### config.mk
export PLATFORM = sky130hd
export DESIGN_NAME = kmds_merge
export DESIGN_NICKNAME = d
export VERILOG_FILES = /design/src/hw/rtl/kmds_pkg.sv /design/src/hw/rtl/kmds_merge.sv
export SDC_FILE = /design/constraint.sdc
export NUM_CORES = 1
export LEC_CHECK = 0
export BUFFER_PORTS_ARGS = -buffer_cell sky130_fd_sc_hd__buf_2
export CORE_MARGIN = 2
export CORE_UTILIZATION = 45
export CTS_CLUSTER_SIZE = 14
export DETAILED_ROUTE_END_ITERATION = 10
export PLACE_DENSITY = 0.71
export SETUP_SLACK_MARGIN = 0.15
export SYNTH_ARGS = -nofsm -noshare
export SYNTH_HDL_FRONTEND = slang
export SYNTH_SLANG_ARGS = --single-unit
export TNS_END_PERCENT = 100
### constraint.sdc
create_clock -name clock -period 1.8 [get_ports clock]
set_input_delay 0.18 -clock clock [delete_from_list [all_inputs] [get_ports clock]]
set_output_delay 0.18 -clock clock [all_outputs]
set_load 0.01 [all_outputs]
### src/hw/rtl/kmds_pkg.sv
// Shared types and constants for the key matrix debounce scanner.
`default_nettype none

package kmds_pkg;

   localparam int COLUMN_W    = 4;
   localparam int ROW_FIELD_W = 8;
   localparam int TIME_W      = 32;
   localparam int SETTLE_W    = 16;

   localparam logic [SETTLE_W-1:0] SETTLE_RESET = 16'd5;

   typedef struct packed {
      logic changed;
      logic stable;
   } lane_result_type;

   typedef struct packed {
      logic [COLUMN_W-1:0]    column;
      logic [ROW_FIELD_W-1:0] changed_mask;
      logic [ROW_FIELD_W-1:0] stable_levels;
   } rsp_data_type;

endpackage

`default_nettype wire

### src/hw/rtl/kmds_merge.sv
// Merge stage: gathers lane results into row masks and holds them in an output/skid buffer.
`default_nettype none

module kmds_merge
   import kmds_pkg::*;
#(
   parameter int LANES = 8
) (
   input  wire logic                   clock,
   input  wire logic                   reset,
   input  wire logic                   push,
   input  wire logic                   in_range,
   input  wire logic [COLUMN_W-1:0]    column,
   input  wire logic [LANES-1:0]       lane_changed,
   input  wire logic [LANES-1:0]       lane_stable,
   output logic                        accept_ready,
   output logic                        rsp_valid,
   input  wire logic                   rsp_ready,
   output logic [COLUMN_W-1:0]         rsp_column_out,
   output logic [ROW_FIELD_W-1:0]      rsp_changed_mask,
   output logic [ROW_FIELD_W-1:0]      rsp_stable_levels
);

   rsp_data_type new_data;
   rsp_data_type out_data_ff, out_data_in;
   rsp_data_type skid_data_ff, skid_data_in;
   logic         out_valid_ff, out_valid_in;
   logic         skid_valid_ff, skid_valid_in;

   always_comb begin
      new_data.column        = column;
      new_data.changed_mask  = in_range ? ROW_FIELD_W'(lane_changed) : '0;
      new_data.stable_levels = in_range ? ROW_FIELD_W'(lane_stable) : '0;
   end

   always_comb begin
      out_valid_in  = out_valid_ff;
      out_data_in   = out_data_ff;
      skid_valid_in = skid_valid_ff;
      skid_data_in  = skid_data_ff;
      if (!out_valid_ff || rsp_ready) begin
         if (skid_valid_ff) begin
            out_valid_in  = 1'b1;
            out_data_in   = skid_data_ff;
            skid_valid_in = 1'b0;
         end else if (push) begin
            out_valid_in = 1'b1;
            out_data_in  = new_data;
         end else begin
            out_valid_in = 1'b0;
         end
      end else if (push) begin
         // hold the stalled transfer, park the new one
         skid_valid_in = 1'b1;
         skid_data_in  = new_data;
      end
   end

   always_ff @(posedge clock) begin
      if (reset) begin
         out_valid_ff  <= 1'b0;
         skid_valid_ff <= 1'b0;
      end else begin
         out_valid_ff  <= out_valid_in;
         skid_valid_ff <= skid_valid_in;
      end
   end

   always_ff @(posedge clock) begin
      out_data_ff  <= out_data_in;
      skid_data_ff <= skid_data_in;
   end

   assign accept_ready      = !skid_valid_ff;
   assign rsp_valid         = out_valid_ff;
   assign rsp_column_out    = out_data_ff.column;
   assign rsp_changed_mask  = out_data_ff.changed_mask;
   assign rsp_stable_levels = out_data_ff.stable_levels;

   a_skid_implies_out: assert property (@(posedge clock) disable iff (reset)
      skid_valid_ff |-> out_valid_ff)
      else $error("skid entry held without output entry");

   a_skid_drains: assert property (@(posedge clock) disable iff (reset)
      skid_valid_ff && rsp_ready |=> out_valid_ff && !skid_valid_ff)
      else $error("skid entry did not move to output");

   a_out_of_range_empty: assert property (@(posedge clock) disable iff (reset)
      push && !in_range && (!out_valid_ff || rsp_ready) && !skid_valid_ff
      |=> rsp_changed_mask == '0 && rsp_stable_levels == '0)
      else $error("out-of-range column reported key state");

endmodule

`default_nettype wire

### Word-level counts from Yosys, hierarchy flattened

Index checks and enable logic that the tools add are counted.

* flip-flop bits (word level): 42
* input port bits: 25
* output and inout bits: 22
* logic and storage cells: 22

* multiplexer cells: 6
* bitwise gates (word level): 1
* reductions and logical operators: 7

Operator list (count)
* $mux 20: 2
* $mux 8: 2
* $reduce_and 2->1: 2
* $logic_not 1->1: 2
* $mux 1: 2
* $reduce_bool 2->1: 1
* $reduce_or 2->1: 1
* $logic_or 1x1->1: 1
* $not 1->1: 1

### Longest topological paths before layout

* depth in word-level cells: 4
* depth in mapped cells: 4
* depth with buffers taken out: 2

### Least setup slack after synthesis

No wires, ideal clock.

* path type: register to register
* from: register skid_valid_ff
* to: register out_data_ff (netlist bit rsp_changed_mask[0]), enable pin
* setup time: 404 ps
* arrival time: 1514 ps
* data required time: 1396 ps
* path slack: -118 ps
* cell stages (with the launch flop): 4
* buffers on the path: 1
* period minus slack after synthesis: 1918 ps
* cells stage by stage: dfxtp_1 buf_6 nor2_1 a21oi_1

* longest elaborated chain between the ends: 2

Ends and longest elaborated chain
* from (decl): line kmds_merge.sv:28 `logic skid_valid_ff, skid_valid_in;`
* from (signal assigned): line kmds_merge.sv:65 `skid_valid_ff <= skid_valid_in;`
* $reduce_bool 2->1 (no source line)
* $reduce_and 2->1 (no source line)
* to (signal assigned): line kmds_merge.sv:70 `out_data_ff <= out_data_in;`
* to (decl): line kmds_merge.sv:25 `rsp_data_type out_data_ff, out_data_in;`

Every way passes these cells.
A chain may end at the register's enable or synchronous reset.

### Worst setup path after layout

* from: register skid_valid_ff
* to: register out_data_ff (netlist bit rsp_stable_levels[4]), enable pin

The elaborated chain is that of the path after synthesis.

==> flow_summary.toml <==
[run_status]
status = "finished clean"

[cells_and_area]
num_antenna_cells = 0
fin_nets = 166
final_common_cell = "buf_2"
final_cell_mix = "buf_2, edfxtp_1, and2_1"
drive_gt1_share_pct = 54.9
syn_to_final_growth_pct = 24.7

[floorplanning]
rows = 22
core-area_mm2 = 0.00363
start_util_pct = 46.2
die_area_mm2 = 0.00424
dieWidth_um = 65.1
pin_count = 47
dieHeight_um = 65.1

[timing]
worstMarginPinSlew_ns = 0.338
skew_ns = 0.00491
rsz0062_at_grt = "no"
fin_crit_sh_pct = 77.8
slew_violations = 0
setup_ws_ns = 0.399
fin_crit_ns = 1.40
tns_ns = 0
relSlewSlack_pct = 77.4
setup_violations = 0
fmaxAchievable_mhz = 714
hold_violations = 0

[drt]
drc = 0
viasPerCell = 4.67
vias = 887
routedWlPerCell_um = 14.5
wirelength_mm = 2.75
drt_iter0_drc = 22
postRouteAntennaNets = 0
drt_pass1_iterations = 4

[run]
drv_cap = 0

[setup_path]
critical_path_class = "flop to flop"
worst-path-max-fanout = 20
cp_data_required_time_ns = 1.77
cp-start-kind = "flop"
worstPathArrival_ns = 1.37
end_kind = "flop"

[synthesis]
syn_area_mm2 = 0.00168
netlist_instances = 89
synth_warnings = 0
synth_nets = 114
ys_ff_latch = 42
seq_area_frac_synth_pct = 73.9
ys_types = 15
avgSynthCellArea_um2 = 18.9

[place]
place_congestion = 0.642
hpwl_mm = 1.91
pre_cts_ws_ns = 0.423
io_buffers = 46

[clock_tree]
cts_hold_buf = 0
clock_latency_ns = 0.28
clkSinkCount = 42
htreeDepth = 2
ctsLongestPathBuffers = 2
cts_setup_buffers = 0
cts_inserted_buffers = 5
cts_resized = 0
clockRootBuffer = "clkbuf_8"
cts_tree = "done"
path_clk_slew_ns = 0.08

[grt]
overflow = 0
grt_pass1_vias = 906
grt_usage_pct = 14.2
grt_pass1_wl_mm = 4.29
antenna_found_initial = 0
grt_max_degree = 21

[worst_hold_path]
hold_class = "primary input to flop"

[power_and_ir_drop]
power_density_mw_per_mm2 = 1050
vdd_drop_max_v = 0.000637
power_leakage_nw = 0.867
## state kept, by name, summed over array words and instances (netlist names)
register and cells:
skid_data_ff 20, rsp_changed_mask 8, rsp_stable_levels 8, rsp_column_out 4, rsp_valid 1, skid_valid_ff 1
## metrics by stage
| stage | area [µm²] | hold slack [ns] | power (mW) | std cells | util [%] |
|---|---|---|---|---|---|
| after global placement | 1950 | 0.357 | 1.32 | 182 | 53.8 |
| after CTS | 2100 | 0.0681 | 2.23 | 190 | 57.7 |
| final | 2100 | 0.0777 | 2.20 | 190 | 57.7 |
| after global routing | 2100 | 0.0695 | 2.28 | 190 | 57.7 |
| after detailed placement | 1950 | 0.374 | 1.33 | 182 | 53.8 |
| after floorplan | 1680 | 0.249 | 1.25 | 89 | - |
## logic make-up after synthesis
logic type | after synthesis | synth area share [%]
flops | 42 | 73.9
buf+inv | 5 | 2.90
compound gates | 2 | 0.596
simple gates | 20 | 7.22
mux | 20 | 15.4
## cell usage after synthesis, drive strengths merged
cell | number | area [µm²]
nor2 | 1 | 3.75
a21oi | 2 | 10.0
dfxtp | 2 | 40.0
mux2 | 20 | 259
inv | 2 | 12.5
and3 | 1 | 6.26
nand2b | 1 | 6.26
nor3 | 1 | 5.00
buf | 3 | 36.3
and2 | 16 | 100
edfxtp | 40 | 1200
## metal layers
metal / part of all wire [%] / up-vias / GRT usage (%)
li1: - / 439 / -
met1: 43 / 416 / 18.3
met2: 50 / 30 / 22.7
met3: 6.5 / 2 / 4.79
met4: 0.47 / 0 / 4.69
met5: 0 / - / 0
## worst paths after layout
path / cells past startpoint / start / slack, ns / to
worst max-delay path: 3 / skid_valid_ff$_SDFFE_PP0P_ / 0.40 / rsp_stable_levels[4]$_DFFE_PP_
worst min-delay path: 2 / reset / 0.08 / rsp_valid$_SDFFE_PP0P_
worst max register to register: 3 / skid_valid_ff$_SDFFE_PP0P_ / 0.40 / rsp_stable_levels[4]$_DFFE_PP_
worst min register to register: 2 / rsp_valid$_SDFFE_PP0P_ / 0.53 / skid_valid_ff$_SDFFE_PP0P_
## final cells by class
class / count / area (µm²)
Clock inverter: 2 / 60.1
Tap cell: 48 / 60.1
Sequential cell: 42 / 1240
Inverter: 2 / 12.5
Multi-Input combinational cell: 42 / 394
Timing Repair Buffer: 48 / 245
Clock buffer: 6 / 82.6
Fill cell: 307 / 1540
## critical path, stage by stage (launching register included)
cell and delay, ns:
dfxtp_1 0.52, nor2_1 0.14, a21oi_2 0.12, buf_4 0.29
## where the power goes
group | leakage [nW] | total, mW | switching, mW | internal (mW)
Clock | 0.0714 | 0.896 | 0.305 | 0.591
Sequential | 0.399 | 1.14 | 0.0139 | 1.12
Combinational | 0.396 | 0.167 | 0.0830 | 0.0837
(Power assumes the default switching activity.)
