**config.mk**
```make
export PLATFORM = sky130hd
export DESIGN_NAME = kmds_lane
export DESIGN_NICKNAME = d
export VERILOG_FILES = /design/src/hw/rtl/kmds_pkg.sv /design/src/hw/rtl/kmds_lane.sv
export SDC_FILE = /design/constraint.sdc
export NUM_CORES = 1
export LEC_CHECK = 0
export ABC_CLOCK_PERIOD_IN_PS = 8000
export BUFFER_PORTS_ARGS = -buffer_cell sky130_fd_sc_hd__buf_2
export CAP_MARGIN = 20
export CORE_UTILIZATION = 45
export DETAILED_ROUTE_END_ITERATION = 8
export SYNTH_ARGS = -nofsm -noshare
export SYNTH_HDL_FRONTEND = slang
export SYNTH_SLANG_ARGS = --single-unit
```
**constraint.sdc**
```tcl
create_clock -name clock -period 8 [get_ports clock]
set_input_delay 0.4 -clock clock [delete_from_list [all_inputs] [get_ports clock]]
set_output_delay 0.4 -clock clock [all_outputs]
set_load 0.02 [all_outputs]
```
**src/hw/rtl/kmds_pkg.sv**
```systemverilog
// Shared types and constants for the key matrix debounce scanner.
`default_nettype none

package kmds_pkg;

   localparam int COLUMN_W    = 4;
   localparam int ROW_FIELD_W = 8;
   localparam int TIME_W      = 32;
   localparam int SETTLE_W    = 16;

   localparam logic [SETTLE_W-1:0] SETTLE_RESET = 16'd5;

   typedef struct packed {
      logic changed;
      logic stable;
   } lane_result_type;

   typedef struct packed {
      logic [COLUMN_W-1:0]    column;
      logic [ROW_FIELD_W-1:0] changed_mask;
      logic [ROW_FIELD_W-1:0] stable_levels;
   } rsp_data_type;

endpackage

`default_nettype wire

```
**src/hw/rtl/kmds_lane.sv**
```systemverilog
// One row lane: per-column raw level, change time and debounced level of one key row.
`default_nettype none

module kmds_lane
   import kmds_pkg::*;
#(
   parameter int COLS = 16
) (
   input  wire logic                            clock,
   input  wire logic                            reset,
   input  wire logic                            write_en,
   input  wire logic [(COLS > 1 ? $clog2(COLS) : 1)-1:0] col_idx,
   input  wire logic                            level,
   input  wire logic [TIME_W-1:0]               now_ms,
   input  wire logic [SETTLE_W-1:0]             settle_time_ms,
   output lane_result_type                      result
);

   logic [COLS-1:0]   raw_ff;
   logic [COLS-1:0]   deb_ff;
   logic [COLS-1:0]   time_valid_ff;
   logic [TIME_W-1:0] time_ff [COLS];

   logic              raw_prev;
   logic              deb_prev;
   logic              raw_change;
   logic [TIME_W-1:0] stored_time;
   logic [TIME_W-1:0] elapsed;
   logic              settled;
   logic              deb_in;

   always_comb begin
      raw_prev    = raw_ff[col_idx];
      deb_prev    = deb_ff[col_idx];
      stored_time = time_valid_ff[col_idx] ? time_ff[col_idx] : '0;
      raw_change  = raw_prev != level;
      elapsed     = raw_change ? '0 : (now_ms - stored_time);
      settled     = elapsed >= TIME_W'(settle_time_ms);
      deb_in      = settled ? level : deb_prev;
      result.changed = deb_in != deb_prev;
      result.stable  = deb_in;
   end

   always_ff @(posedge clock) begin
      if (reset) begin
         raw_ff        <= '0;
         deb_ff        <= '0;
         time_valid_ff <= '0;
      end else if (write_en) begin
         raw_ff[col_idx] <= level;
         deb_ff[col_idx] <= deb_in;
         if (raw_change) begin
            time_valid_ff[col_idx] <= 1'b1;
         end
      end
   end

   always_ff @(posedge clock) begin
      if (write_en && raw_change) begin
         time_ff[col_idx] <= now_ms;
      end
   end

   a_changed_follows_raw: assert property (@(posedge clock) disable iff (reset)
      result.changed |-> result.stable == level)
      else $error("debounced change does not match raw level");

   a_time_restart: assert property (@(posedge clock) disable iff (reset)
      write_en && raw_change |=> time_valid_ff[$past(col_idx)]
                                 && time_ff[$past(col_idx)] == $past(now_ms))
      else $error("raw change did not restart key timer");

endmodule

`default_nettype wire

```
# --- After elaboration in Yosys (flattened, before gate mapping) ---
# Memory sizes are Yosys's and may differ from the RTL's.
# Cells that the tools add are included.
# W data, S select, Z words.
classes:
  addsub: 1
  magnitude_cmp: 3
  n_eq_ne: 2
  muxes: 15
  bitwise_logic: 1
  n_reduce_logical: 3
op_table:
  columns: ["op", "count"]
  rows:
  - ["$mux W32", 2]
  - ["$bwmux W16", 2]
  - ["$ge A32 B16 Y1", 1]
  - ["$sub A32 B32 Y32", 1]
  - ["$or A16 B16 Y16", 1]
  - ["$bmux W1 S4", 3]
  - ["$mux W1", 7]
  - ["$lt A4 B5 Y1 const B", 1]
  - ["$demux W1 S4", 1]
  - ["$ge A4 B1 Y1 const B", 1]
  - ["$logic_and A1 B1 Y1", 2]
  - ["$ne A1 B1 Y1", 2]
  - ["$reduce_and A2 Y1", 1]
word_totals:
  regBits: 48
  mem_bits_rw: 512
  in_bits: 56
  output_inout_bits: 2
  wordCells: 29
  memories: 1
memory_table:
  columns: ["name", "depth", "word_bits", "read_ports", "rd_ports_with_merged_regs", "write_ports", "line", "source"]
  rows:
  - ["time_ff", 16, 32, 1, 0, 1, "kmds_lane.sv:22", "logic [TIME_W-1:0] time_ff [COLS];"]

# --- Longest topological paths before layout ---
# Gate-level depths: netlist of the first run.
logic_depth:
  ltp_word: 8
  ltp_mapped: 31
  ltp_nobuf: 24

# --- Worst setup path after synthesis of the first run ---
# OpenSTA, ideal clock, no wires.
synth_timing:
  kind: "in2out"
  start: "input port col_idx[0] in the netlist's numbering"
  end: "output port result[0] in the netlist's numbering"
  arrival_time_ps: 6292
  required_time_ps: 7600
  path_slack_ps: 1308
  path_stages: 28
  n_path_buf: 7
  path_cell_list: "buf_4 -> buf_12 -> clkbuf_1 -> clkbuf_1 -> buf_1 -> mux4_2 -> mux4_2 -> nand2_1 -> ha_1 -> o211ai_1 -> a21oi_1 -> nor2_1 -> o21ai_0 -> a21o_1 -> a21oi_1 -> xor2_1 -> nor2_1 -> ha_1 -> a21o_1 -> a21oi_1 -> nor2_1 -> a211oi_1 -> o21ai_0 -> or3_1 -> nand4_4 -> buf_6 -> inv_1 -> buf_4"
synth_between:
  elab_chain_cells: 7
  elab_cells_between_ends: 13
  cone_classes: "add/sub (1); order compare (1); eq/ne (1); mux (9); memory (1)"
synth_lines:
  columns: ["element", "line", "source"]
  rows:
  - ["start: declaration", "kmds_lane.sv:12", "input wire logic [(COLS > 1 ? $clog2(COLS) : 1)-1:0] col_idx,"]
  - ["$bmux W1 S4", "kmds_lane.sv:35", "stored_time = time_valid_ff[col_idx] ? time_ff[col_idx] : '0;"]
  - ["$mux W1 (implied by the code)", "kmds_lane.sv:35", null]
  - ["$mux W32", "kmds_lane.sv:35", null]
  - ["$sub A32 B32 Y32", "kmds_lane.sv:37", "elapsed = raw_change ? '0 : (now_ms - stored_time);"]
  - ["$mux W32", "kmds_lane.sv:37", null]
  - ["$ge A32 B16 Y1", "kmds_lane.sv:38", "settled = elapsed >= TIME_W'(settle_time_ms);"]
  - ["$mux W1 (*)", "kmds_lane.sv:39", "deb_in = settled ? level : deb_prev;"]
  - ["end: declaration", "kmds_lane.sv:16", "output lane_result_type result"]
# Mark *: on every way between the ends. The rest lies on a longest branch, timed or not. The select of a mux whose other input is x is not followed.

==> impl_metrics.prom, run 1 <==
# TYPE chip_impl_metric gauge
chip_impl_metric{name="dp_hpwl",unit="mm"} 31.7
chip_impl_metric{name="count_of_unresolved_drc_violations_after_routing",unit=""} 0
chip_impl_metric{name="power_switching_share",unit="%"} 21.5
chip_impl_metric{name="ys_ff_latch",unit=""} 560
chip_impl_metric{name="routedWlPerCell",unit="µm"} 26.2
chip_impl_metric{name="critPathBufInv",unit=""} 3
chip_impl_metric{name="grt_max_degree",unit=""} 88
chip_impl_metric{name="critical_path_peak_fanout",unit=""} 53
chip_impl_info{name="run_status",value="finished clean"} 1
chip_impl_metric{name="postSynthNetCount",unit=""} 1422
chip_impl_metric{name="placeableCoreArea",unit="mm²"} 0.0518
chip_impl_metric{name="global_route.usage.total",unit="%"} 21.2
chip_impl_metric{name="cp_slowest_stage_delay",unit="ps"} 650
chip_impl_metric{name="ant_nets",unit=""} 0
chip_impl_info{name="timing.critical_path.cells",value="buf_8 -> mux4_2 -> mux4_2 -> and2_1 -> ha_1 -> fa_1 -> nand2b_1 -> a21oi_1 -> nor2_1 -> o21ai_0 -> a21o_1 -> a21oi_1 -> xor2_1 -> nor2_1 -> ha_1 -> nand4_1 -> or3_1 -> o21ai_0 -> nor2_1 -> nand4_1 -> nand4_4 -> inv_1 -> buf_2"} 1
chip_impl_info{name="cts_tree",value="done"} 1
chip_impl_metric{name="routabilityCongestion",unit=""} 0.875
chip_impl_metric{name="timing_max_transition_violations_final",unit=""} 0
chip_impl_metric{name="cts_setup_buffers",unit=""} 0
chip_impl_metric{name="synth_edf_count",unit=""} 512
chip_impl_metric{name="cts-resized-gates",unit=""} 0
chip_impl_metric{name="postLayoutCoreUtil",unit="%"} 51.9
chip_impl_metric{name="antenna_cells",unit=""} 0
chip_impl_metric{name="layout.area.seq",unit="mm²"} 0.0163
chip_impl_metric{name="cap_violations",unit=""} 0
chip_impl_metric{name="clock_tree.buffer_depth",unit=""} 3
chip_impl_metric{name="final_period_minus_worst_setup_slack",unit="ps"} 6800
chip_impl_metric{name="synth_seq_area_share",unit="%"} 68.7
chip_impl_metric{name="worst_slew_pin_slew",unit="ps"} 1020
chip_impl_metric{name="clock_latency",unit="ps"} 600
chip_impl_info{name="ctsRootBufferMaster",value="clkbuf_16"} 1
chip_impl_metric{name="synth_top_cell_area_share",unit="%"} 64.6
chip_impl_info{name="crit_path_top_cell_by_count",value="nor2_1"} 1
chip_impl_info{name="cell_class_contributing_the_biggest_share_of_worst_path_delay",value="simple AND/OR/NAND/NOR gates"} 1
chip_impl_metric{name="power.density",unit="mW/mm²"} 233
chip_impl_metric{name="postSynthAreaPerCell",unit="µm²"} 18.1
chip_impl_metric{name="boundary_pins",unit=""} 58
chip_impl_metric{name="synth.distinct_cells",unit=""} 64
chip_impl_metric{name="seq_power_share",unit="%"} 51.3
chip_impl_metric{name="route.vias.total",unit=""} 12500
chip_impl_info{name="crit_slowest_cell",value="mux4_2"} 1
chip_impl_metric{name="grt_antenna_before_repair",unit=""} 2
chip_impl_metric{name="die_w",unit="µm"} 232
chip_impl_metric{name="holdWs",unit="ps"} 193
chip_impl_metric{name="slew_headroom",unit="%"} 31.7
chip_impl_info{name="rsz0062_at_grt",value="false"} 1
chip_impl_metric{name="min_period_over_period",unit="%"} 85.0
chip_impl_metric{name="total_clock_sinks",unit=""} 560
chip_impl_metric{name="max_freq",unit="MHz"} 147
chip_impl_metric{name="clk_transition_reported_paths",unit="ps"} 60
chip_impl_metric{name="finalWorstSetupSlack",unit="ps"} 1200
chip_impl_metric{name="floorplan.die.height",unit="µm"} 232
chip_impl_info{name="worst_setup_path_end_kind",value="output pin"} 1
chip_impl_metric{name="grt-ovfl-total",unit=""} 0
chip_impl_metric{name="cp.arrival",unit="ps"} 6400
chip_impl_info{name="yosysTopAreaCell",value="edfxtp_1"} 1
chip_impl_info{name="worstSetupPathType",value="input port to output pin"} 1
chip_impl_metric{name="std_cell_rows",unit=""} 83
chip_impl_metric{name="area.growth.synth_to_final",unit="%"} 13.0
chip_impl_metric{name="pwr-share-clk",unit="%"} 41.9
chip_impl_metric{name="design_power_total",unit="mW"} 6.27
chip_impl_metric{name="via_count_normalized_by_instance_count",unit=""} 5.87
chip_impl_metric{name="clock_skew",unit="ps"} 26.3
chip_impl_metric{name="setup-tns-final",unit="ps"} 0
chip_impl_metric{name="worst_ep_required_time",unit="ps"} 7600
chip_impl_metric{name="worst_setup_slack_post_dpl",unit="ps"} 1180
chip_impl_info{name="synth.cells.most_frequent",value="512 x edfxtp_1, 173 x mux4_2, 106 x nor2_1"} 1
chip_impl_metric{name="nets",unit=""} 1507
chip_impl_metric{name="p_comb_share",unit="%"} 6.8
chip_impl_info{name="most_frequent_cell_after_synthesis",value="edfxtp_1"} 1
chip_impl_metric{name="async_flop_share",unit="%"} 0
chip_impl_metric{name="totalWireLength",unit="mm"} 55.8
chip_impl_metric{name="grt_pass1_vias",unit=""} 12800
chip_impl_info{name="hp-start",value="now_ms[19]"} 1
chip_impl_metric{name="die_ar",unit="mm²"} 0.0538
chip_impl_metric{name="grt_pass1_wl",unit="mm"} 82.7
chip_impl_metric{name="internal-power",unit="mW"} 4.92
chip_impl_metric{name="detail_route.first_pass.iterations",unit=""} 6
chip_impl_metric{name="synth_area",unit="mm²"} 0.0238
chip_impl_info{name="synthTopCellsByArea",value="edfxtp_1 65%, mux4_2 16%, dfxtp_1 4.0%"} 1
chip_impl_metric{name="synthesized_netlist_cell_count",unit=""} 1316
chip_impl_metric{name="final-setup-viol-count",unit=""} 0
chip_impl_info{name="worstSetupStartpoint",value="col_idx[0]"} 1
chip_impl_metric{name="hold_viol",unit=""} 0
chip_impl_metric{name="multi_input_gate_area",unit="mm²"} 0.00715
chip_impl_metric{name="holdBufCountCts",unit=""} 0
chip_impl_metric{name="layout.filler_cells",unit=""} 4122
chip_impl_metric{name="ctsHtreeMaxLevel",unit=""} 2
chip_impl_info{name="critical_path.startpoint_type",value="input port"} 1
chip_impl_metric{name="cts-buffers-inserted",unit=""} 59
chip_impl_metric{name="start_util",unit="%"} 45.9
chip_impl_info{name="rr_startpoint",value="time_valid_ff[3]$_SDFFE_PP0P_"} 1
chip_impl_metric{name="yosys_warnings",unit=""} 0
chip_impl_metric{name="first_iter_violations",unit=""} 1084
chip_impl_metric{name="irDropWorstVdd",unit="mV"} 0.148
chip_impl_info{name="hold_path.class",value="input port to register"} 1
chip_impl_info{name="synthFlopType",value="edfxtp_1"} 1
chip_impl_metric{name="net_switching_power",unit="mW"} 1.35
chip_impl_metric{name="port-buffer-count",unit=""} 57
chip_impl_metric{name="p_leak",unit="nW"} 8.76
chip_impl_metric{name="layout-drive-gt1-share",unit="%"} 27.3
area by class of cell:
cell class	count	share of cell area [%]
Timing Repair Buffer	92	2.20
Sequential cell	560	60.8
Clock inverter	37	1.18
Multi-Input combinational cell	664	26.6
Clock buffer	71	5.77
Tap cell	680	3.16
Inverter	24	0.335
state kept, by name (all words and copies together), names as in the netlist:
| register | cells |
|---|---|
| time_ff | 512 |
| raw_ff | 16 |
| deb_ff | 16 |
| time_valid_ff | 16 |
power groups by stage:
stage	registers (mW)	clock network [mW]	logic, mW
floorplan	3.28	0	0.281
global placement	3.28	0	0.424
detailed placement	3.28	0	0.429
CTS	3.22	2.69	0.431
global route	3.22	2.79	0.463
finish	3.22	2.63	0.425
layer usage:
layer	vias up	track usage, %	wire length (µm)
met5	-	0	11
met4	2	4.73	810
met3	57	3.22	2840
met2	360	35.1	27600
met1	6580	29.6	24600
li1	5491	-	-
kinds of logic after synthesis:
logic type,count (synthesis),synth area share (%)
xor gates and xnor gates,29,1.07
adders and majority gates,50,2.66
and+or+nand+nor,243,4.61
buffers and inverters,92,1.61
muxes,180,16.7
AOI/OAI and AO/OA,162,4.72
DFF,560,68.7
placed cells by master (no fill, tap or decap), types with 24 or more instances in the layout:
cell type    n
edfxtp_1   512
a21oi_1     46
buf_2       54
o21ai_0     30
inv_1       24
mux4_2     173
ha_1        49
nand2_1     68
nor2_1     105
clkbuf_16   59
buf_4       34
dfxtp_1     48
through the flow:
step           instance area [µm²]  std cells
2_1_floorplan                23800       1316
3_3_place_gp                 25000       2020
3_5_place_dp                 25000       2020
4_1_cts                      26900       2128
5_1_grt                      26900       2128
6_report                     26900       2128
worst paths after layout:
check / end / slack [ps] / cells after the start
max reg2reg: deb_ff[4]$_SDFFE_PP0P_ / 2170 / 21
min: time_ff[5][19]$_DFFE_PP_ / 190 / 1
min reg2reg: time_valid_ff[1]$_SDFFE_PP0P_ / 470 / 2
max: result[0] / 1200 / 23
(Power assumes the default switching activity.)
==> inputs of run 2 (changes only) <==
--- a/config.mk
+++ b/config.mk
@@ -5,7 +5,8 @@
 export SDC_FILE = /design/constraint.sdc
 export NUM_CORES = 1
 export LEC_CHECK = 0
-export ABC_CLOCK_PERIOD_IN_PS = 8000
+export ABC_AREA = 1
+export ABC_CLOCK_PERIOD_IN_PS = 5610
 export BUFFER_PORTS_ARGS = -buffer_cell sky130_fd_sc_hd__buf_2
 export CAP_MARGIN = 20
 export CORE_UTILIZATION = 45
==> constraint.sdc (replaced) <==
create_clock -name clock -period 5.61 [get_ports clock]
set_input_delay 0.2805 -clock clock [delete_from_list [all_inputs] [get_ports clock]]
set_output_delay 0.2805 -clock clock [all_outputs]
set_load 0.02 [all_outputs]
==> run 2 against run 1 <==
  * First-iteration DRC count up 47%
  * Synthesized cell count is 49% higher
  * Worst hold slack got worse by 140 ps
  * Utilization rose by 0.26 points
  * Global-route usage is 3.6 points higher
  * Sequential share of layout area shrank 1.3 points
==> impl_metrics.prom, run 2 <==
# TYPE chip_impl_metric gauge
chip_impl_info{name="run_status",value="finished clean"} 1
chip_impl_metric{name="cts-buffers-inserted",unit=""} 57
chip_impl_metric{name="total_clock_sinks",unit=""} 560
chip_impl_info{name="rr_startpoint",value="time_valid_ff[2]$_SDFFE_PP0P_"} 1
chip_impl_metric{name="placeableCoreArea",unit="mm²"} 0.0527
chip_impl_metric{name="design_power_total",unit="mW"} 9.03
chip_impl_metric{name="clock_latency",unit="ps"} 620
chip_impl_metric{name="grt-ovfl-total",unit=""} 0
chip_impl_info{name="worst_setup_path_end_kind",value="output pin"} 1
chip_impl_metric{name="yosys_warnings",unit=""} 0
chip_impl_metric{name="holdPathStages",unit=""} 1
chip_impl_metric{name="grt_pass1_vias",unit=""} 16000
chip_impl_metric{name="irDropWorstVdd",unit="mV"} 0.278
chip_impl_metric{name="timing_max_transition_violations_final",unit=""} 0
chip_impl_metric{name="start_util",unit="%"} 45.6
chip_impl_metric{name="power_switching_share",unit="%"} 22.5
chip_impl_metric{name="setup-tns-final",unit="ps"} 0
chip_impl_metric{name="std_cell_rows",unit=""} 84
chip_impl_info{name="worstSetupStartpoint",value="col_idx[1]"} 1
chip_impl_metric{name="global_route.usage.total",unit="%"} 24.8
chip_impl_metric{name="layout-drive-gt1-share",unit="%"} 13.5
chip_impl_metric{name="critical_path_peak_fanout",unit=""} 52
chip_impl_metric{name="worst_slew_pin_slew",unit="ps"} 1040
chip_impl_info{name="synth.cells.most_frequent",value="512 x edfxtp_1, 329 x nand2_1, 254 x a22oi_1"} 1
chip_impl_metric{name="area.growth.synth_to_final",unit="%"} 14.2
chip_impl_info{name="worstSetupPathType",value="input port to output pin"} 1
chip_impl_metric{name="routabilityCongestion",unit=""} 0.933
chip_impl_metric{name="pwr-share-clk",unit="%"} 42.0
chip_impl_metric{name="grt_antenna_before_repair",unit=""} 1
chip_impl_info{name="rsz0062_at_grt",value="false"} 1
chip_impl_metric{name="async_flop_share",unit="%"} 0
chip_impl_info{name="final_common_cell",value="edfxtp_1"} 1
chip_impl_metric{name="postSynthNetCount",unit=""} 2073
chip_impl_metric{name="via_count_normalized_by_instance_count",unit=""} 5.74
chip_impl_metric{name="nets",unit=""} 2168
chip_impl_info{name="critical_path.startpoint_type",value="input port"} 1
chip_impl_metric{name="final-setup-viol-count",unit=""} 0
chip_impl_metric{name="boundary_pins",unit=""} 58
chip_impl_metric{name="net_switching_power",unit="mW"} 2.03
chip_impl_metric{name="max_freq",unit="MHz"} 189
chip_impl_metric{name="synth_edf_count",unit=""} 512
chip_impl_info{name="cts_tree",value="done"} 1
chip_impl_metric{name="place_inst",unit=""} 2691
chip_impl_info{name="yosysTopAreaCell",value="edfxtp_1"} 1
chip_impl_metric{name="finalNonFillerCells",unit=""} 2793
chip_impl_info{name="ctsRootBufferMaster",value="clkbuf_16"} 1
chip_impl_metric{name="grt_pass1_wl",unit="mm"} 99.3
chip_impl_metric{name="synth_top_cell_area_share",unit="%"} 64.0
chip_impl_info{name="hold_path.class",value="input port to register"} 1
chip_impl_metric{name="first_iter_violations",unit=""} 1593
chip_impl_metric{name="layout.filler_cells",unit=""} 4507
chip_impl_metric{name="internal-power",unit="mW"} 7.00
chip_impl_metric{name="synthesized_netlist_cell_count",unit=""} 1967
chip_impl_metric{name="worst_r2r_path_depth",unit=""} 30
chip_impl_metric{name="die_w",unit="µm"} 233
chip_impl_metric{name="placed_area",unit="mm²"} 0.0256
chip_impl_info{name="synthFlopType",value="edfxtp_1"} 1
chip_impl_metric{name="synth.distinct_cells",unit=""} 44
chip_impl_metric{name="holdWs",unit="ps"} 57.1
chip_impl_metric{name="clock_skew",unit="ps"} 18.3
chip_impl_metric{name="final_cell_area",unit="mm²"} 0.0275
chip_impl_metric{name="min_period_over_period",unit="%"} 94.6
chip_impl_metric{name="ctsHtreeMaxLevel",unit=""} 2
chip_impl_metric{name="slew_headroom",unit="%"} 30.5
chip_impl_metric{name="hold_viol",unit=""} 0
chip_impl_metric{name="floorplan.die.height",unit="µm"} 233
chip_impl_metric{name="clk_transition_reported_paths",unit="ps"} 60
chip_impl_metric{name="largest_reg_flops",unit=""} 512
chip_impl_info{name="register_with_the_most_flip_flops",value="time_ff"} 1
chip_impl_metric{name="postSynthAreaPerCell",unit="µm²"} 12.2
chip_impl_metric{name="die_ar",unit="mm²"} 0.0543
chip_impl_metric{name="grt_max_degree",unit=""} 63
chip_impl_metric{name="final_period_minus_worst_setup_slack",unit="ps"} 5300
chip_impl_info{name="most_frequent_cell_after_synthesis",value="edfxtp_1"} 1
chip_impl_metric{name="p_leak",unit="nW"} 9.66
chip_impl_metric{name="dp_hpwl",unit="mm"} 40.1
chip_impl_metric{name="routedWlPerCell",unit="µm"} 23.6
chip_impl_metric{name="cap_violations",unit=""} 0
chip_impl_metric{name="clock_tree.buffer_depth",unit=""} 3
chip_impl_metric{name="totalWireLength",unit="mm"} 65.9
chip_impl_info{name="synthTopCellsByArea",value="edfxtp_1 64%, a22oi_1 7.9%, nand2_1 5.1%"} 1
chip_impl_metric{name="ant_nets",unit=""} 0
chip_impl_metric{name="cp.arrival",unit="ps"} 5020
chip_impl_metric{name="worst_ep_required_time",unit="ps"} 5330
chip_impl_metric{name="route.vias.total",unit=""} 16000
chip_impl_metric{name="seq_power_share",unit="%"} 50.8
chip_impl_metric{name="port-buffer-count",unit=""} 57
chip_impl_metric{name="p_comb_share",unit="%"} 7.2
chip_impl_metric{name="antenna_cells",unit=""} 0
chip_impl_metric{name="synth_area",unit="mm²"} 0.0240
chip_impl_metric{name="ys_ff_latch",unit=""} 560
chip_impl_metric{name="synth_seq_area_share",unit="%"} 68.0
chip_impl_info{name="layout_common_cells",value="512 x edfxtp_1, 327 x nand2_1, 254 x a22oi_1"} 1
chip_impl_metric{name="cts_setup_buffers",unit=""} 0
chip_impl_metric{name="detail_route.first_pass.iterations",unit=""} 5
chip_impl_info{name="hp-start",value="now_ms[13]"} 1
chip_impl_metric{name="power.density",unit="mW/mm²"} 329
chip_impl_metric{name="count_of_unresolved_drc_violations_after_routing",unit=""} 0
-- run 2: cell types whose count changed in the layout (fill, tap and decap cells not counted), moves of 19 or more --
cell,before,now
nand3_1,3,42
a22oi_1,2,254
inv_1,24,180
nor2_1,105,84
buf_4,34,53
o21ai_0,30,10
a21oi_1,46,192
nand2_1,68,327
o41ai_1,2,29
nor2_4,1,21
mux4_2,173,0
-- run 2: final cells by class --
cell class | instances | area, µm² | share of cell area, %
repair buffers | 124 | 963 | 3.51
clock inverters | 29 | 327 | 1.19
well taps | 688 | 861 | 3.14
multi-input cells | 1126 | 6720 | 24.5
flip-flops and latches | 560 | 16300 | 59.5
inverters | 193 | 734 | 2.67
clock buffers | 73 | 1520 | 5.53
-- run 2: through the flow --
step,util [%],worst slack (ps)
final,52.1,305
after CTS,52.1,121
after floorplan,-,1050
after global placement,48.6,-242
after global routing,52.1,25.2
after detailed placement,48.6,-238
-- run 2: worst max-delay path, stage by stage --
cell and delay, ps:
buf_2 140, nand2_4 180, inv_8 140, buf_4 260, a22oi_1 220, a21oi_1 150, nor4_4 450, a21oi_1 180
ha_1 270, fa_1 470, inv_1 120, a21oi_1 110, o21ai_1 220, xnor2_1 180, nor2_1 80, ha_1 270
inv_1 50, o31ai_1 410, a21oi_4 90, buf_4 170, nand2_2 80, nand2_4 50, nand2_1 100, nand2_1 50
nand2_1 50, buf_2 160
-- run 2: cells by family after synthesis --
group / after synthesis / synth area share, %
flip-flops: 560 / 68.0
AND/OR/NAND/NOR: 538 / 9.69
AO/OA/AOI/OAI: 524 / 14.4
buffers and inverters: 281 / 4.76
adder cells (fa/ha/maj): 50 / 2.63
XOR/XNOR: 14 / 0.510
-- run 2: power by group through the flow --
stage	Clock, mW	Sequential (mW)	Combinational [mW]
finish	3.79	4.59	0.648
global route	3.99	4.59	0.717
CTS	3.83	4.59	0.645
detailed placement	0	4.68	0.641
global placement	0	4.68	0.633
floorplan	0	4.68	0.380
-- run 2: per-layer routing --
| layer | global-route usage (%) | vias up | share of wire (%) |
|---|---|---|---|
| met5 | 0 | - | 0.015 |
| met4 | 7.68 | 2 | 2.4 |
| met3 | 3.67 | 97 | 6.3 |
| met2 | 39.1 | 548 | 47 |
| met1 | 35.2 | 7985 | 45 |
| li1 | - | 7396 | - |
-- run 2: repair_timing --
item                                    4_1_cts  5_1_grt
resized for setup                             2        4
pin swaps                                     0        1
hold buffers                                  0        0
endpoints found under the setup margin        2        2
-- run 2: worst paths after layout --
check	slack [ps]	to
hold / removal	60	time_ff[0][13]$_DFFE_PP_
hold reg to reg	460	time_valid_ff[2]$_SDFFE_PP0P_
setup / recovery	310	result[1]
setup reg to reg	1090	deb_ff[15]$_SDFFE_PP0P_
==> inputs of run 3 (changes only) <==
--- a/config.mk
+++ b/config.mk
@@ -7,10 +7,11 @@
 export LEC_CHECK = 0
 export ABC_AREA = 1
 export ABC_CLOCK_PERIOD_IN_PS = 5610
-export BUFFER_PORTS_ARGS = -buffer_cell sky130_fd_sc_hd__buf_2
 export CAP_MARGIN = 20
 export CORE_UTILIZATION = 45
 export DETAILED_ROUTE_END_ITERATION = 8
+export DONT_BUFFER_PORTS = 1
+export PLACE_DENSITY = 0.59
 export SYNTH_ARGS = -nofsm -noshare
 export SYNTH_HDL_FRONTEND = slang
 export SYNTH_SLANG_ARGS = --single-unit
==> run 3 against run 2 <==
  * Count of clock-buffer cells in the layout decreased by 11
  * Via count increased by 0.79%
  * Wire length up 5.1%
  * Clock power shrank 5.3%
  * Critical path depth is 2 lower
  * Fmax grew 0.11%
  * Non-clock buffer count down 29
  * Clock skew about the same
  * Power shrank 2.4%
  * First-iteration DRC count is 10% higher
  * Sequential power about the same
  * Largest power group unchanged
  * Largest cell class unchanged
  * Cell count decreased by 1.0%
==> impl_metrics.prom, run 3 (synthesis gave the netlist of run 2 again) <==
# TYPE chip_impl_metric gauge
chip_impl_metric{name="cp.arrival",unit="ps"} 5020
chip_impl_metric{name="detail_route.first_pass.iterations",unit=""} 6
chip_impl_info{name="layout_common_cells",value="512 x edfxtp_1, 327 x nand2_1, 254 x a22oi_1"} 1
chip_impl_metric{name="routedWlPerCell",unit="µm"} 25.1
chip_impl_metric{name="std_cell_rows",unit=""} 84
chip_impl_metric{name="nets",unit=""} 2138
chip_impl_metric{name="totalWireLength",unit="mm"} 69.3
chip_impl_metric{name="final_cell_area",unit="mm²"} 0.0273
chip_impl_info{name="ctsRootBufferMaster",value="clkbuf_16"} 1
chip_impl_info{name="worstSetupPathType",value="input port to output pin"} 1
chip_impl_metric{name="p_comb_share",unit="%"} 7.2
chip_impl_metric{name="cts_setup_buffers",unit=""} 0
chip_impl_metric{name="worst_slew_pin_slew",unit="ps"} 1060
chip_impl_metric{name="cap_violations",unit=""} 0
chip_impl_metric{name="count_of_unresolved_drc_violations_after_routing",unit=""} 0
chip_impl_metric{name="power_switching_share",unit="%"} 23.0
chip_impl_metric{name="boundary_pins",unit=""} 58
chip_impl_metric{name="p_leak",unit="nW"} 9.50
chip_impl_metric{name="die_ar",unit="mm²"} 0.0543
chip_impl_metric{name="route.vias.total",unit=""} 16200
chip_impl_metric{name="start_util",unit="%"} 45.6
chip_impl_metric{name="r2r_slack",unit="ps"} 1040
chip_impl_metric{name="grt_pass1_wl",unit="mm"} 102
chip_impl_info{name="cts_tree",value="done"} 1
chip_impl_metric{name="ant_nets",unit=""} 0
chip_impl_metric{name="area.growth.synth_to_final",unit="%"} 13.6
chip_impl_metric{name="net_switching_power",unit="mW"} 2.03
chip_impl_metric{name="largest_reg_flops",unit=""} 512
chip_impl_info{name="hold_path.class",value="input port to register"} 1
chip_impl_metric{name="clock_latency",unit="ps"} 620
chip_impl_metric{name="pwr-share-clk",unit="%"} 40.7
chip_impl_metric{name="internal-power",unit="mW"} 6.79
chip_impl_metric{name="setup-tns-final",unit="ps"} 0
chip_impl_metric{name="dp_hpwl",unit="mm"} 41.8
chip_impl_metric{name="layout-drive-gt1-share",unit="%"} 10.8
chip_impl_metric{name="slew_headroom",unit="%"} 29.4
chip_impl_metric{name="first_iter_violations",unit=""} 1754
chip_impl_metric{name="grt-ovfl-total",unit=""} 0
chip_impl_info{name="run_status",value="finished clean"} 1
chip_impl_metric{name="ctsHtreeMaxLevel",unit=""} 2
chip_impl_metric{name="min_period_over_period",unit="%"} 94.5
chip_impl_metric{name="port-buffer-count",unit=""} 0
chip_impl_metric{name="placed_area",unit="mm²"} 0.0252
chip_impl_metric{name="final_period_minus_worst_setup_slack",unit="ps"} 5300
chip_impl_metric{name="design_power_total",unit="mW"} 8.82
chip_impl_metric{name="total_clock_sinks",unit=""} 560
chip_impl_metric{name="clk_transition_reported_paths",unit="ps"} 60
chip_impl_info{name="rsz0062_at_grt",value="false"} 1
chip_impl_metric{name="clock_tree.buffer_depth",unit=""} 3
chip_impl_metric{name="die_w",unit="µm"} 233
chip_impl_metric{name="grt_max_degree",unit=""} 78
chip_impl_info{name="worst_setup_path_end_kind",value="output pin"} 1
chip_impl_metric{name="placeableCoreArea",unit="mm²"} 0.0527
chip_impl_metric{name="global_route.usage.total",unit="%"} 25.6
chip_impl_metric{name="grt_pass1_vias",unit=""} 15700
chip_impl_metric{name="max_freq",unit="MHz"} 189
chip_impl_metric{name="routabilityCongestion",unit=""} 0.938
chip_impl_metric{name="irDropWorstVdd",unit="mV"} 0.280
chip_impl_metric{name="clock_skew",unit="ps"} 18.2
chip_impl_metric{name="hold_viol",unit=""} 0
chip_impl_metric{name="cts-buffers-inserted",unit=""} 56
chip_impl_metric{name="final-setup-viol-count",unit=""} 0
chip_impl_metric{name="worst_ep_required_time",unit="ps"} 5330
chip_impl_metric{name="via_count_normalized_by_instance_count",unit=""} 5.84
chip_impl_metric{name="power.density",unit="mW/mm²"} 323
chip_impl_metric{name="seq_power_share",unit="%"} 52.1
chip_impl_info{name="critical_path.startpoint_type",value="input port"} 1
chip_impl_metric{name="timing_max_transition_violations_final",unit=""} 0
chip_impl_info{name="final_common_cell",value="edfxtp_1"} 1
chip_impl_info{name="register_with_the_most_flip_flops",value="time_ff"} 1
chip_impl_metric{name="floorplan.die.height",unit="µm"} 233
chip_impl_metric{name="critical_path_peak_fanout",unit=""} 45
chip_impl_metric{name="grt_antenna_before_repair",unit=""} 1
==> run 3: power by group through the flow <==
stage	clock, mW	combinational (mW)	sequential (mW)
after CTS	3.63	0.634	4.59
after detailed placement	0	0.555	4.68
after floorplan	0	0.380	4.68
after global routing	3.77	0.702	4.59
final	3.59	0.637	4.59
after global placement	0	0.553	4.68
==> run 3: timing repair <==
item,in CTS,in global routing
hold buffers,37,0
setup endpoints to repair,2,2
hold endpoints to repair,560,0
pin swaps,0,0
gates resized for setup,1,2
==> run 3: cell type report <==
type                            instances  area [µm²]
Clock buffer                           62        1420
Antenna cell                            1        2.50
Fill cell                            4464       25300
Clock inverter                         40         327
Sequential cell                       560       16300
Inverter                              193         729
Multi-Input combinational cell       1126        6720
Tap cell                              688         861
Timing Repair Buffer                   95         916
==> run 3: routing by layer <==
layer	vias up	GRT usage, %	wire [µm]
li1	7340	-	-
met5	-	0	0
met4	0	6.21	1200
met1	8144	37.0	31200
met2	588	41.1	32800
met3	82	3.09	4150
==> run 3: path summary, 6_finish.rpt <==
check	cells after the start	startpoint	end
worst min register to register	2	time_valid_ff[0]$_SDFFE_PP0P_	time_valid_ff[0]$_SDFFE_PP0P_
worst min-delay path	4	col_idx[0]	raw_ff[15]$_SDFFE_PP0P_
worst max register to register	24	time_ff[8][0]$_DFFE_PP_	deb_ff[3]$_SDFFE_PP0P_
worst max-delay path	24	col_idx[1]	result[1]
==> run 3: stage by stage <==
stage                     instances  hold slack (ps)  setup slack [ps]  util (%)
final                          2765             45.8               311      51.9
after global routing           2764             61.8              33.7      51.9
after CTS                      2764             15.4               137      51.8
after detailed placement       2625              359              -166      47.8
after global placement         2625              358              -330      47.8
after floorplan                1967              379              1050         -
==> run 3: critical path, stage by stage <==
cell and delay [ps]:
nand2_4 80, inv_4 510, buf_4 390, a22oi_1 130, a21oi_1 270, nor4_4 120, a21oi_1 330, ha_1 270
fa_1 300, inv_1 80, a21oi_1 290, o21ai_1 160, xnor2_1 270, nor2_1 80, ha_1 280, inv_1 50
o31ai_1 240, a21oi_1 100, buf_4 170, nand2_2 80, nand2_4 110, nand2_1 150, nand2_1 60, nand2_1 170
